===== src/hw/rtl/iol_pkg.sv =====
package iol_pkg;

   localparam int DATA_W           = 32;
   localparam int ACT_W            = 3;
   localparam int POS_W            = 11;
   localparam int CNT_OUT_W        = 11;
   localparam int DEFAULT_CAPACITY = 1024;

   typedef logic signed [DATA_W-1:0] data_type;

   localparam data_type FAIL_VALUE = data_type'(-1);

   typedef enum logic [ACT_W-1:0] {
      ACT_APPEND    = 3'd0,
      ACT_PREPEND   = 3'd1,
      ACT_INSERT    = 3'd2,
      ACT_POP_LAST  = 3'd3,
      ACT_POP_FIRST = 3'd4,
      ACT_POP_AT    = 3'd5,
      ACT_READ_AT   = 3'd6
   } action_type;

   typedef enum logic [2:0] {
      CELL_HOLD,
      CELL_INSERT,
      CELL_REMOVE,
      CELL_LOAD,
      CELL_SHIFT
   } cell_op_type;

   typedef struct packed {
      cell_op_type op;
      data_type    value;
   } cell_ctrl_type;

   typedef enum logic {
      ST_IDLE,
      ST_SCAN
   } state_type;

endpackage


===== src/hw/rtl/iol_cell.sv =====
module iol_cell
   import iol_pkg::*;
#(
   parameter int IDX   = 0,
   parameter int IDX_W = 10
) (
   input  logic             clock,
   input  cell_ctrl_type    ctrl,
   input  logic [IDX_W-1:0] pos,
   input  data_type         left_value,
   input  data_type         right_value,
   input  data_type         right_tap,
   output data_type         value,
   output data_type         tap
);

   localparam logic [IDX_W-1:0] MY_IDX = IDX_W'(IDX);

   data_type value_ff, value_in;
   data_type tap_ff, tap_in;

   always_comb begin
      value_in = value_ff;
      tap_in   = tap_ff;
      case (ctrl.op)
         CELL_INSERT: begin
            if (MY_IDX > pos) begin
               value_in = left_value;
            end else if (MY_IDX == pos) begin
               value_in = ctrl.value;
            end
         end
         CELL_REMOVE: begin
            if (MY_IDX >= pos) begin
               value_in = right_value;
            end
         end
         CELL_LOAD:  tap_in = value_ff;
         CELL_SHIFT: tap_in = right_tap;
         default: begin
         end
      endcase
   end

   always_ff @(posedge clock) begin
      value_ff <= value_in;
      tap_ff   <= tap_in;
   end

   assign value = value_ff;
   assign tap   = tap_ff;

endmodule


===== config.mk =====
export PLATFORM = sky130hd
export DESIGN_NAME = iol_cell
export DESIGN_NICKNAME = d
export VERILOG_FILES = /design/src/hw/rtl/iol_pkg.sv /design/src/hw/rtl/iol_cell.sv
export SDC_FILE = /design/constraint.sdc
export NUM_CORES = 1
export LEC_CHECK = 0
export BUFFER_PORTS_ARGS = -buffer_cell sky130_fd_sc_hd__buf_2
export CAP_MARGIN = 20
export CORE_MARGIN = 2
export CORE_UTILIZATION = 40
export DETAILED_ROUTE_END_ITERATION = 16
export PLACE_DENSITY = 0.8
export SLEW_MARGIN = 40
export SYNTH_ARGS = -nofsm -noshare
export SYNTH_HDL_FRONTEND = slang
export SYNTH_SLANG_ARGS = --single-unit

===== constraint.sdc =====
create_clock -name clock -period 3.4 [get_ports clock]
set_input_delay 0.34 -clock clock [delete_from_list [all_inputs] [get_ports clock]]
set_output_delay 0.34 -clock clock [all_outputs]
set_load 0.005 [all_outputs]

## After elaboration in Yosys (flattened, before gate mapping)

Cells that the tools add are included.

| storage, ports and cells | value |
|---|---|
| logic and storage cells | 19 |
| register bits | 64 |
| output and inout bits | 64 |

| operators by class | value |
|---|---|
| eq/ne operators | 6 |
| reductions and logical operators | 4 |
| muxes and demuxes | 5 |
| magnitude comparators | 2 |

Operators by type and width:

| kind | count |
|---|---|
| 32-bit case mux with 2 select lines | 2 |
| 32-bit 2-to-1 mux | 3 |
| 1-bit by 10-bit greater-or-equal comparator with 1-bit output, first input constant | 1 |
| 1-bit by 10-bit greater-than comparator with 1-bit output, first input constant | 1 |
| 10-bit zero test | 1 |
| 3-bit by 2-bit equality test with 1-bit output, second input constant | 2 |
| 2-bit nonzero test | 2 |
| 3-bit by 1-bit equality test with 1-bit output, second input constant | 1 |
| 3-bit equality test, second input constant | 1 |
| 3-bit != test, second input constant | 1 |
| 3-bit AND reduction | 1 |
| 2-bit != test, second input constant | 1 |

## Logic depth before layout (Yosys ltp)

| depth | value |
|---|---|
| depth in word-level cells | 4 |
| gate-level depth with buffers | 3 |
| depth with buffers taken out | 2 |

## Least setup slack after synthesis

Ideal clock, no wire load.

| timing path | value |
|---|---|
| path kind | input port to flip-flop |
| start point | input port ctrl[32] (netlist bit) |
| end point | register tap_ff[0], in the netlist tap[0], enable pin |
| setup time | 428 ps |
| required time | 2972 ps |
| path buffers | 0 |
| stages | 2 |
| setup slack | 1069 ps |
| arrival time | 1903 ps |
| cells stage by stage | nand2_1 > o21bai_1 |

| on the way | value |
|---|---|
| longest elaborated chain between the ends | 2 |
| elaborated cells between the ends (all ways) | 3 |

Ends and longest elaborated chain:

| what | line | source |
|---|---|---|
| start, declared | iol_cell.sv:8 | `input cell_ctrl_type ctrl,` |
| 3-bit equality test or 3-bit by 2-bit equality test with 1-bit output (tied branches) | iol_cell.sv:25 | `case (ctrl.op)` |
| 2-bit nonzero test (no source line) * | n/a |  |
| end signal, assigned | iol_cell.sv:47 | `tap_ff <= tap_in;` |
| end, declared | iol_cell.sv:20 | `data_type tap_ff, tap_in;` |

Mark *: on every way between the ends. The rest lies on a longest branch, timed or not.
A chain may end at the register's enable or synchronous reset.

## Worst setup path in the final report

| timing path | value |
|---|---|
| start point | input port ctrl[34] (netlist bit) |
| end point | register tap_ff[13], in the netlist tap[13], enable pin |

The elaborated chain is that of the path after synthesis.

==> flow_metrics.tcl <==
set metrics [dict create \
    ioPinCount 206 \
    ctsRootBufferMaster "clkbuf_8" \
    p_sw_share_pct 20.0 \
    slew_violations 0 \
    synth.top_cells.by_count "edfxtp_1, mux2_2, buf_6, mux2_1" \
    cts_resized 0 \
    n_antenna_cell 0 \
    skew_ns 0.00410 \
    first_global_vias 2078 \
    holdPathEnd "tap[25]" \
    hold_path.class "in -> reg" \
    min_from "right_tap[25]" \
    fin_crit_ns 1.51 \
    postSynthAreaPerCell_sq_um 19.5 \
    grt_overflow 0 \
    rsz0062_at_grt "false" \
    synth_nets 285 \
    drt_wl_total_um 6080 \
    crit_fanout 19 \
    wl_met2_um 3370 \
    ys_ff_latch 64 \
    nets 468 \
    fmax_mhz 663 \
    die_w_um 87.6 \
    cts_buffer_depth 2 \
    power.density_nw_per_um2 412 \
    nFillCells 558 \
    p_clk_share_pct 36.5 \
    drive_above_1_share_pct 77.0 \
    dr_wl_met3_um 382 \
    cts_sinks 64 \
    synth_top_area_share_pct 68.8 \
    cts_buffers 9 \
    grt_usage_pct 16.4 \
    synth_edf_count 64 \
    via_per_inst 4.58 \
    wl_met1_um 2170 \
    status "complete, no violations" \
    cts_max_level 3 \
    max_slew_margin_pct 66.9 \
    tns_ns 0 \
    worstSkewPairLatency_ns 0.33 \
    synth_top_cell_by_area "edfxtp_1" \
    cp.arrival_ns 1.54 \
    synth.cell_area_sq_um 2790 \
    tightest_slew_ns 0.495 \
    synth_flop_cell "edfxtp_1" \
    place_hpwl_um 4620 \
    drt_iter0_markers 39 \
    via_count 1951 \
    port_buffers 173 \
    top_layer_used "met4" \
    rows 30 \
    dieArea_sq_um 7670 \
    reg2reg_to "tap[6]" \
    synthCells 143 \
    synth_warnings 0 \
    dr.pass1.iters 3 \
    cell_internal_pwr_mw 1.30 \
    holdPathStages 2 \
    drc 0 \
    rr_startpoint "value[6]" \
    final_antenna_net_count 0 \
    endpoint_kind "register" \
    place_congestion 0.769 \
    finalSetupViolCount 0 \
    clk_pin_slew_ns 0.07 \
    r2r_setup_slack_ns 2.48 \
    async_flop_share_pct 0 \
    r2r_cells 1 \
    synth_seq_area_share_pct 68.8 \
    hold_viol_final 0 \
    worst-setup-path-type "in -> reg" \
    period_share_pct 44.4 \
    cap_violations 0 \
    seqPwrFrac_pct 54.3 \
    crit_required_ns 3.44 \
    antenna_found_initial 0 \
    areaGrowthSynthToFinish_pct 41.6 \
    final_util_pct 58.3 \
    yosysMostFrequentCell "edfxtp_1" \
    wl_per_cell_um 14.3 \
    grt_max_degree 33 \
    cts_tree "done" \
    switchingPower_mw 0.326 \
    cts_setup_buffers 0 \
    hold_buffers 0 \
    initial_core_util_pct 41.1 \
    startpoint_type "input pin" \
    vdd_ir_drop_max_mv 0.295 \
    post_synth_main_area_contributors "edfxtp_1, mux2_2, buf_6, mux2_1, nor3b_4" \
    synth.distinct_cells 11 \
    leakagePower_nw 1.66 \
    grt_pass1_wl_um 9330 \
    die_h_um 87.6 \
    core_area_sq_um 6790 \
    combinationalPowerShare_pct 9.3 \
]
power groups by stage:
stage	logic (mW)	clock network (mW)	registers, mW
3_5_place_dp	0.154	0	0.902
5_1_grt	0.166	0.650	0.885
6_report	0.151	0.595	0.885
4_1_cts	0.154	0.618	0.885
3_3_place_gp	0.143	0	0.902
2_1_floorplan	0.0646	0	0.905
how the worst max path moves through the flow:
stage                     startpoint       to
after floorplan             ctrl[32]   tap[0]
after global placement      ctrl[34]  tap[12]
after detailed placement    ctrl[34]  tap[17]
after CTS                   ctrl[34]  tap[13]
after global routing        ctrl[34]  tap[13]
final                       ctrl[34]  tap[13]
routing by layer:
layer	global-route usage, %	vias to the layer above
met3	4.15	14
met2	30.9	89
li1	-	935
met4	9.09	0
met5	0	-
met1	16.3	913
kinds of logic (layout without fill, tap and decap cells):
group,Yosys count,count (layout),share of synthesized area [%]
compound gates,1,1,0.269
xor+xnor,1,1,0.314
buf+inv,6,193,2.42
flops,64,64,68.8
mux,64,64,25.8
simple gates,7,7,2.42
state kept, by name, indices dropped and copies added (netlist names):
register	flops
value	32
tap	32
layout make-up:
class | instances | area (sq um) | area share, %
clock buffer | 10 | 128 | 3.22
clock inverter | 5 | 48.8 | 1.23
multi-input combinational | 73 | 816 | 20.6
sequential | 64 | 1920 | 48.6
tap | 96 | 120 | 3.04
timing repair buffer | 178 | 923 | 23.3
placed cells by master, fill, tap and decap left out:
master	count
clkinv_2	3
nand2_1	1
clkbuf_1	1
o21bai_4	1
nor3_1	1
nor3b_4	2
clkinv_1	1
nor4_1	2
and4_1	1
clkbuf_8	9
buf_2	173
edfxtp_1	64
xor2_1	1
buf_16	1
mux2_1	4
bufinv_16	1
mux2_2	60
buf_4	4
per-stage QoR:
| step | power [mW] | setup WS [ns] | instance area [sq um] | hold slack (ns) | instances |
|---|---|---|---|---|---|
| after global routing | 1.70 | 1.83 | 3960 | 0.283 | 426 |
| final | 1.63 | 1.89 | 3960 | 0.296 | 426 |
| after CTS | 1.66 | 1.89 | 3960 | 0.273 | 426 |
| after global placement | 1.05 | 1.52 | 3750 | 0.532 | 410 |
| after floorplan | 0.969 | 1.07 | 2790 | 0.541 | 143 |
| after detailed placement | 1.06 | 1.52 | 3780 | 0.548 | 411 |
critical path, stage by stage:
cell and delay [ns]:
buf_2 0.16, nor3b_4 0.21, buf_4 0.28, o21bai_4 0.31
buf_16 0.22
No activity file was read; power rests on OpenSTA's default activity.
