File: src/hw/rtl/iol_pkg.sv
package iol_pkg;

   localparam int DATA_W           = 32;
   localparam int ACT_W            = 3;
   localparam int POS_W            = 11;
   localparam int CNT_OUT_W        = 11;
   localparam int DEFAULT_CAPACITY = 1024;

   typedef logic signed [DATA_W-1:0] data_type;

   localparam data_type FAIL_VALUE = data_type'(-1);

   typedef enum logic [ACT_W-1:0] {
      ACT_APPEND    = 3'd0,
      ACT_PREPEND   = 3'd1,
      ACT_INSERT    = 3'd2,
      ACT_POP_LAST  = 3'd3,
      ACT_POP_FIRST = 3'd4,
      ACT_POP_AT    = 3'd5,
      ACT_READ_AT   = 3'd6
   } action_type;

   typedef enum logic [2:0] {
      CELL_HOLD,
      CELL_INSERT,
      CELL_REMOVE,
      CELL_LOAD,
      CELL_SHIFT
   } cell_op_type;

   typedef struct packed {
      cell_op_type op;
      data_type    value;
   } cell_ctrl_type;

   typedef enum logic {
      ST_IDLE,
      ST_SCAN
   } state_type;

endpackage

File: src/hw/rtl/iol_req_if.sv
interface iol_req_if
   import iol_pkg::*;
   ();
   logic                   valid;
   logic                   ready;
   logic [ACT_W-1:0]       action;
   logic signed [DATA_W-1:0] item_value;
   logic [POS_W-1:0]       position;

   modport source (output valid, action, item_value, position, input ready);
   modport sink   (input valid, action, item_value, position, output ready);
endinterface

File: src/hw/rtl/iol_rsp_if.sv
interface iol_rsp_if
   import iol_pkg::*;
   ();
   logic                     valid;
   logic                     ready;
   logic                     ok;
   logic signed [DATA_W-1:0] read_value;
   logic [CNT_OUT_W-1:0]     count;

   modport source (output valid, ok, read_value, count, input ready);
   modport sink   (input valid, ok, read_value, count, output ready);
endinterface

File: src/hw/rtl/iol_ctrl.sv
module iol_ctrl
   import iol_pkg::*;
#(
   parameter int CAPACITY = DEFAULT_CAPACITY,
   parameter int IDX_W    = 10,
   parameter int CNT_W    = 11
) (
   input  logic             clock,
   input  logic             reset,
   iol_req_if.sink          req,
   iol_rsp_if.source        rsp,
   input  data_type         head_tap,
   output cell_ctrl_type    cell_ctrl,
   output logic [IDX_W-1:0] cell_pos
);

   localparam int CMP_W = (POS_W > CNT_W) ? POS_W : CNT_W;

   state_type state_ff, state_in;

   logic [CNT_W-1:0]     count_ff, count_in;
   logic [IDX_W-1:0]     sel_ff, sel_in;
   logic [IDX_W-1:0]     remain_ff, remain_in;
   logic                 is_remove_ff, is_remove_in;
   logic                 out_valid_ff, out_valid_in;
   logic                 out_ok_ff, out_ok_in;
   data_type             out_value_ff, out_value_in;
   logic [CNT_OUT_W-1:0] out_count_ff, out_count_in;

   logic [CMP_W-1:0] pos_ext, cnt_ext;
   logic             full, empty, fire, out_free;
   logic             dec_put, dec_take, dec_remove;
   logic [IDX_W-1:0] dec_at;

   assign pos_ext  = CMP_W'(req.position);
   assign cnt_ext  = CMP_W'(count_ff);
   assign full     = (count_ff == CNT_W'(CAPACITY));
   assign empty    = (count_ff == '0);
   assign out_free = !out_valid_ff || rsp.ready;
   assign req.ready = (state_ff == ST_IDLE) && out_free;
   assign fire     = req.valid && req.ready;

   always_comb begin
      dec_put    = 1'b0;
      dec_take   = 1'b0;
      dec_remove = 1'b0;
      dec_at     = '0;
      case (action_type'(req.action))
         ACT_APPEND: begin
            dec_put = !full;
            dec_at  = IDX_W'(count_ff);
         end
         ACT_PREPEND: begin
            dec_put = !full;
         end
         ACT_INSERT: begin
            dec_put = !full && (pos_ext <= cnt_ext);
            dec_at  = IDX_W'(pos_ext);
         end
         ACT_POP_LAST: begin
            dec_take   = !empty;
            dec_remove = 1'b1;
            dec_at     = IDX_W'(count_ff - CNT_W'(1));
         end
         ACT_POP_FIRST: begin
            dec_take   = !empty;
            dec_remove = 1'b1;
         end
         ACT_POP_AT: begin
            dec_take   = pos_ext < cnt_ext;
            dec_remove = 1'b1;
            dec_at     = IDX_W'(pos_ext);
         end
         ACT_READ_AT: begin
            dec_take = pos_ext < cnt_ext;
            dec_at   = IDX_W'(pos_ext);
         end
         default: begin
         end
      endcase
   end

   always_comb begin
      state_in = state_ff;
      case (state_ff)
         ST_IDLE: begin
            if (fire && dec_take) begin
               state_in = ST_SCAN;
            end
         end
         ST_SCAN: begin
            if (remain_ff == '0 && out_free) begin
               state_in = ST_IDLE;
            end
         end
         default: state_in = ST_IDLE;
      endcase
   end

   always_comb begin
      cell_ctrl.op    = CELL_HOLD;
      cell_ctrl.value = req.item_value;
      cell_pos        = sel_ff;
      count_in        = count_ff;
      sel_in          = sel_ff;
      remain_in       = remain_ff;
      is_remove_in    = is_remove_ff;
      out_valid_in    = out_valid_ff && !rsp.ready;
      out_ok_in       = out_ok_ff;
      out_value_in    = out_value_ff;
      out_count_in    = out_count_ff;
      case (state_ff)
         ST_IDLE: begin
            if (fire) begin
               if (dec_put) begin
                  cell_ctrl.op = CELL_INSERT;
                  cell_pos     = dec_at;
                  count_in     = count_ff + CNT_W'(1);
                  out_valid_in = 1'b1;
                  out_ok_in    = 1'b1;
                  out_value_in = FAIL_VALUE;
                  out_count_in = CNT_OUT_W'(count_ff + CNT_W'(1));
               end else if (dec_take) begin
                  cell_ctrl.op = CELL_LOAD;
                  sel_in       = dec_at;
                  remain_in    = dec_at;
                  is_remove_in = dec_remove;
               end else begin
                  out_valid_in = 1'b1;
                  out_ok_in    = 1'b0;
                  out_value_in = FAIL_VALUE;
                  out_count_in = CNT_OUT_W'(count_ff);
               end
            end
         end
         ST_SCAN: begin
            if (remain_ff != '0) begin
               cell_ctrl.op = CELL_SHIFT;
               remain_in    = remain_ff - IDX_W'(1);
            end else if (out_free) begin
               out_valid_in = 1'b1;
               out_ok_in    = 1'b1;
               out_value_in = head_tap;
               if (is_remove_ff) begin
                  cell_ctrl.op = CELL_REMOVE;
                  count_in     = count_ff - CNT_W'(1);
                  out_count_in = CNT_OUT_W'(count_ff - CNT_W'(1));
               end else begin
                  out_count_in = CNT_OUT_W'(count_ff);
               end
            end
         end
         default: begin
         end
      endcase
   end

   always_ff @(posedge clock) begin
      if (reset) begin
         state_ff     <= ST_IDLE;
         count_ff     <= '0;
         out_valid_ff <= 1'b0;
      end else begin
         state_ff     <= state_in;
         count_ff     <= count_in;
         out_valid_ff <= out_valid_in;
      end
   end

   always_ff @(posedge clock) begin
      sel_ff       <= sel_in;
      remain_ff    <= remain_in;
      is_remove_ff <= is_remove_in;
      out_ok_ff    <= out_ok_in;
      out_value_ff <= out_value_in;
      out_count_ff <= out_count_in;
   end

   assign rsp.valid      = out_valid_ff;
   assign rsp.ok         = out_ok_ff;
   assign rsp.read_value = out_value_ff;
   assign rsp.count      = out_count_ff;

endmodule

File: src/flat_wrapper.sv
// flat-port wrapper written by rule: the top's interface ports become plain ports
module iol_ctrl_flat import iol_pkg::*;
#(
   parameter int CAPACITY = DEFAULT_CAPACITY,
   parameter int IDX_W    = 10,
   parameter int CNT_W    = 11
)
  (clock, reset, head_tap, cell_ctrl, cell_pos, req_valid, req_action, req_item_value, req_position, req_ready, rsp_valid, rsp_ok, rsp_read_value, rsp_count, rsp_ready);
  iol_req_if req_i ();
  iol_rsp_if rsp_i ();
  input  logic clock;
  input  logic reset;
  input  data_type head_tap;
  output cell_ctrl_type cell_ctrl;
  output logic [IDX_W-1:0] cell_pos;
  input wire logic [$bits(req_i.valid)-1:0] req_valid;
  input wire logic [$bits(req_i.action)-1:0] req_action;
  input wire logic [$bits(req_i.item_value)-1:0] req_item_value;
  input wire logic [$bits(req_i.position)-1:0] req_position;
  output wire logic [$bits(req_i.ready)-1:0] req_ready;
  output wire logic [$bits(rsp_i.valid)-1:0] rsp_valid;
  output wire logic [$bits(rsp_i.ok)-1:0] rsp_ok;
  output wire logic [$bits(rsp_i.read_value)-1:0] rsp_read_value;
  output wire logic [$bits(rsp_i.count)-1:0] rsp_count;
  input wire logic [$bits(rsp_i.ready)-1:0] rsp_ready;
  assign req_i.valid = req_valid;
  assign req_i.action = req_action;
  assign req_i.item_value = req_item_value;
  assign req_i.position = req_position;
  assign req_ready = req_i.ready;
  assign rsp_valid = rsp_i.valid;
  assign rsp_ok = rsp_i.ok;
  assign rsp_read_value = rsp_i.read_value;
  assign rsp_count = rsp_i.count;
  assign rsp_i.ready = rsp_ready;
  iol_ctrl #(.CAPACITY(CAPACITY), .IDX_W(IDX_W), .CNT_W(CNT_W)) u_core (.clock(clock), .reset(reset), .req(req_i), .rsp(rsp_i), .head_tap(head_tap), .cell_ctrl(cell_ctrl), .cell_pos(cell_pos));
endmodule
File: config.mk
export PLATFORM = sky130hd
export DESIGN_NAME = iol_ctrl_flat
export DESIGN_NICKNAME = d
export VERILOG_FILES = /design/src/hw/rtl/iol_pkg.sv /design/src/hw/rtl/iol_req_if.sv /design/src/hw/rtl/iol_rsp_if.sv /design/src/hw/rtl/iol_ctrl.sv /design/src/flat_wrapper.sv
export SDC_FILE = /design/constraint.sdc
export NUM_CORES = 1
export LEC_CHECK = 0
export BUFFER_PORTS_ARGS = -buffer_cell sky130_fd_sc_hd__buf_2
export CORE_MARGIN = 1.5
export CORE_UTILIZATION = 54
export DETAILED_ROUTE_END_ITERATION = 12
export PLACE_DENSITY_LB_ADDON = 0.08
export REMOVE_ABC_BUFFERS = 1
export SYNTH_ARGS = -nofsm -noshare
export SYNTH_HDL_FRONTEND = slang
export SYNTH_SLANG_ARGS = --single-unit
File: constraint.sdc
create_clock -name clock -period 6.8 [get_ports clock]
set_clock_uncertainty 0.1 [all_clocks]
set_input_delay 0.68 -clock clock [delete_from_list [all_inputs] [get_ports clock]]
set_output_delay 0.68 -clock clock [all_outputs]
set_load 0.05 [all_outputs]
After elaboration in Yosys (flattened, before gate mapping). Cells that the tools add are included. W data, S select, Z words.

Register bits: 78. Output and inout port bits: 91. Logic and storage cells: 105.

$add $sub $neg: 3. Magnitude comparators: 2. Equal/unequal tests: 15. Muxes and demuxes: 50. Bitwise operators: 2. Reductions and logical operators: 24.

Operators by type and width (number): $mux W32 (5); $mux W11 (8); $mux W10 (7); $pmux W32 S2 (1); $pmux W11 S2 (2); $pmux W10 S3 (1); $pmux W10 S2 (1); $reduce_and A4 Y1 (4); $mux W1 (13); $mux W3 (4); $add A11 B1 Y11 const B (1); $eq A11 B11 Y1 const B (1); $le A11 B11 Y1 (1); $logic_not A11 Y1 (1); $lt A11 B11 Y1 (1); $sub A11 B1 Y11 const B (1); $logic_not A10 Y1 (1); $pmux W1 S2 (5); $reduce_bool A10 Y1 (1); $sub A10 B1 Y10 const B (1); $eq A3 B3 Y1 const B (3); $ne A2 B2 Y1 const B (4); $eq A3 B2 Y1 const B (2); $logic_and A1 B1 Y1 (6); other kinds (11) (21).

Longest topological paths before layout.
Depth after elaboration: 7. Gate-level depth with buffers: 11. Depth with buffers taken out: 8.

Worst setup path before layout. Ideal clock, no wire load.

Kind: in2reg. Start point: in req_position[2]. End point: reg u_core.out_count_ff[0] (netlist: u_core.rsp.count[0]) (enable). Arrival: 3.221 ns. Required time: 6.296 ns. Path slack: 3.074 ns. Stages: 9. Buffers on the path: 2. Cells stage by stage: ha_1 > a21oi_1 > o21ai_0 > a221oi_1 > a2111oi_0 > buf_4 > buf_6 > nor2_1 > o21a_1.

Longest elaborated chain between the ends: 5.

Ends and longest elaborated chain: start, declared (line flat_wrapper.sv:19) `input wire logic [$bits(req_i.position)-1:0] req_position;`; $le A11 B11 Y1 (line iol_ctrl.sv:57) `dec_put = !full && (pos_ext <= cnt_ext);`; $logic_and A1 B1 Y1 (line iol_ctrl.sv:57); $pmux W1 S2 (line iol_ctrl.sv:48) `case (action_type'(req.action))`; $ne A3 B2 Y1 (no source line) *; $reduce_and A4 Y1 (no source line) *; end signal, assigned (line iol_ctrl.sv:176) `out_count_ff <= out_count_in;`; end, declared (line iol_ctrl.sv:28) `logic [CNT_OUT_W-1:0] out_count_ff, out_count_in;`.

Every way passes the cells marked *; elsewhere a longest branch is shown, timed or not. A chain may end at the register's enable or synchronous reset.

Worst setup path after layout.
Start point: reg u_core.count_ff[2] (netlist: u_core.cnt_ext[2]). End point: out cell_pos[7].

Longest elaborated chain between the ends: 7.

Ends and longest elaborated chain: start, declared (line iol_ctrl.sv:21) `logic [CNT_W-1:0] count_ff, count_in;`; start signal, assigned (line iol_ctrl.sv:165) `count_ff <= count_in;`; parallel branches: the longest is 4 deep, another holds $sub A11 B1 Y11; $mux W10 * (line iol_ctrl.sv:115) `if (dec_put) begin`; $mux W10 * (line iol_ctrl.sv:114) `if (fire) begin`; $mux W10 * (line iol_ctrl.sv:112) `case (state_ff)`; end, declared (line flat_wrapper.sv:15) `output logic [IDX_W-1:0] cell_pos;`.

Every way passes the cells marked *.

==> flow_summary.yaml <==
drt:
  wl_met3_um: 1430
  vias: 3707
  drc: 0
  via_per_inst: 5.829
  highest_layer: "met5"
  wl_met2_um: 5157
  wire_per_inst_um: 18.91
  first_iter_violations: 243
  wl_um: 12030
  ant_nets: 0
  wl_met1_um: 5179
  firstDrtPassIters: 5
power:
  p_switching_uw: 385.3
  seqPwrFrac_pct: 49.1
  swShare_pct: 33.28
  ir_drop_v: 0.00009492
  power.share.clock_pct: 26.5
  p_per_area_nw_per_um2: 220.6
  p_int_uw: 772.4
  power.leakage_uw: 0.001851
  combPwrFrac_pct: 24.4
synth:
  synth_commonest_cells: "65 x edfxtp_1, 36 x buf_4, 35 x nand2b_1"
  yosysWarnings: 0
  synth_most_common_cell: "edfxtp_1"
  yosysUniqueCellTypes: 63
  synth-seq-cells: 78
  synthFlopType: "edfxtp_1"
  yosys-top-cells-area: "edfxtp_1 41%, buf_4 5.7%, dfxtp_1 5.4%"
  yosysSeqAreaShare_pct: 46.29
  yosys.area.top_type: "edfxtp_1"
  synth-edff-count: 65
  syn-cell-area_um2: 4778
  netlist.area_leader.share_pct: 40.85
  synthCells: 459
  syn_area_per_cell_um2: 10.41
  async_flop_share_pct: 0
global_route:
  grt_util_all_layers_pct: 25.53
  overflow: 0
  grt_antenna_before_repair: 0
  grt_pass1_vias: 3451
  grt_pass1_wl_um: 18690
  grt_max_degree: 64
clocking:
  cts_resized: 0
  cts-root-buf: "clkbuf_8"
  htreeDepth: 3
  cts_setup_buffers: 0
  insertion_delay_ps: 350
  cts_hold_buf: 0
  numCtsBuffers: 9
  cts.clk_slew.worst_paths_ps: 80
  cts.sinks: 78
  cts_tree: "done"
  ctsLongestPathBuffers: 2
cells_and_area:
  diodes: 0
  num-nets-final: 620
  drive_above_1_share_pct: 30.49
  finalNonFillerCells: 636
  area_delta_synth_final_pct: 9.845
  finalCoreUtilization_pct: 60.78
placement:
  numPortBuffers: 108
  dpl.cell_count: 620
  gp_congestion: 0.9079
  dp_hpwl_um: 8594
worst_setup_path:
  required_ps: 6020
  r2r-end: "u_core.rsp.read_value[1]"
  r2r_start: "u_core.cnt_ext[2]"
  end_kind: "output port"
  reg2regPathDepth: 8
  crit_path_end: "cell_pos[7]"
  startpoint: "u_core.cnt_ext[2]"
  crit_fanout: 12
  r2r_setup_slack_ps: 3160
  cp-start-kind: "flop"
  critical_path_class: "reg2out"
  timing.critical_path.arrival_ps: 3430
timing:
  drv_slew: 0
  max_slew.worst_pin.slew_ps: 1071
  min_period_ps: 4213
  rsz0062_at_grt: "false"
  setup_viol: 0
  period_share_pct: 61.95
  finalSetupTns_ps: 0
  relSlewSlack_pct: 28.62
  max_freq_mhz: 237.4
  final_hold_viol_count: 0
die:
  io_pins: 173
  rows: 34
  dieArea_um2: 9422
  die_w_um: 97.07
  core-area_um2: 8636
  die_y_um: 97.07
  start_util_pct: 55.33
flow_run:
  maxCapViolCount: 0
run_status:
  outcome: "completed"
min_path:
  min_path_type: "reg2reg"
-- metrics by stage --
step	power, uW	hold slack [ps]	setup slack [ps]	cell area, um2
3_3_place_gp	855.1	420.8	3120	5082
5_1_grt	1210	469.8	2369	5249
2_1_floorplan	778.2	366.9	1630	4368
6_report	1158	440.5	2587	5249
4_1_cts	1167	438.4	2607	5249
3_5_place_dp	859.7	426.2	2976	5082
-- critical path, stage by stage, from the launching register on --
cell and delay [ps]:
dfxtp_1 600, inv_1 190, ha_1 350, a21oi_1 150
o21ai_0 100, a221oi_1 510, a31oi_1 180, nor3_1 200
buf_4 230, mux2_2 350, buf_2 210
-- cell type report --
| class | count | area, um2 |
|---|---|---|
| Clock buffer | 10 | 127.6 |
| Clock inverter | 6 | 38.79 |
| Fill cell | 739 | 3387 |
| Inverter | 21 | 78.83 |
| Multi-Input combinational cell | 301 | 2085 |
| Sequential cell | 78 | 2213 |
| Tap cell | 108 | 135.1 |
| Timing Repair Buffer | 112 | 570.5 |
-- metal layers --
layer / up-vias / track usage (%)
met3: 19 / 10.65
li1: 1760 / -
met2: 217 / 36.04
met5: - / 6.593
met4: 2 / 8.807
met1: 1709 / 34.76
-- sequential cells by signal (all words and copies together), names as in the netlist --
signal                 count
u_core.sel_ff             10
u_core.state_ff            1
u_core.cnt_ext            11
u_core.rsp.valid           1
u_core.rsp.count          11
u_core.is_remove_ff        1
u_core.remain_ff          10
u_core.rsp.ok              1
u_core.rsp.read_value     32
-- cell families (layout without fill, tap and decap cells) --
kind of cell | Yosys count | in the layout | share of synthesized area (%)
muxes | 19 | 19 | 4.399
AOI/OAI and AO/OA | 100 | 100 | 13.67
xor gates and xnor gates | 17 | 17 | 3.116
buffers and inverters | 80 | 149 | 10.24
DFF | 78 | 78 | 46.29
and+or+nand+nor | 150 | 150 | 18.36
adders and majority gates | 15 | 15 | 3.928
-- placed cells by master (no fill, tap or decap), types with 3 or more instances in the layout --
cell,count
xnor2_1,12
buf_2,108
buf_4,4
inv_1,20
a22o_1,3
a21oi_1,25
a221oi_1,3
nor3_1,7
nand3_1,9
o41ai_1,3
a41oi_1,3
nand2_1,31
or4_1,9
mux2_2,16
a21o_1,4
nor2b_1,4
nor2_1,24
dfxtp_1,12
nor4_1,5
edfxtp_1,65
xor2_1,5
o21ai_0,21
clkinv_2,3
nand2b_1,35
o31ai_1,16
mux2i_1,3
o21a_1,4
a22oi_1,3
ha_1,15
a31oi_1,3
clkbuf_8,9
-- worst min-delay path by stage --
stage | from | to | cells after the start | slack (ps)
floorplan | u_core.cnt_ext[10] | u_core.cnt_ext[10] | 2 | 370
global placement | u_core.cnt_ext[10] | u_core.cnt_ext[10] | 2 | 420
detailed placement | u_core.cnt_ext[10] | u_core.cnt_ext[10] | 2 | 430
CTS | u_core.cnt_ext[10] | u_core.cnt_ext[10] | 2 | 440
global route | head_tap[17] | u_core.rsp.read_value[17] | 2 | 470
finish | u_core.cnt_ext[10] | u_core.cnt_ext[10] | 2 | 440
-- power groups by stage --
stage | Clock [uW] | Sequential (uW) | Combinational (uW)
after floorplan | 0 | 634 | 145
after global placement | 0 | 579 | 277
after detailed placement | 0 | 580 | 280
after CTS | 316 | 569 | 282
after global routing | 333 | 572 | 306
final | 307 | 569 | 282
No activity file was read; power rests on OpenSTA's default activity.
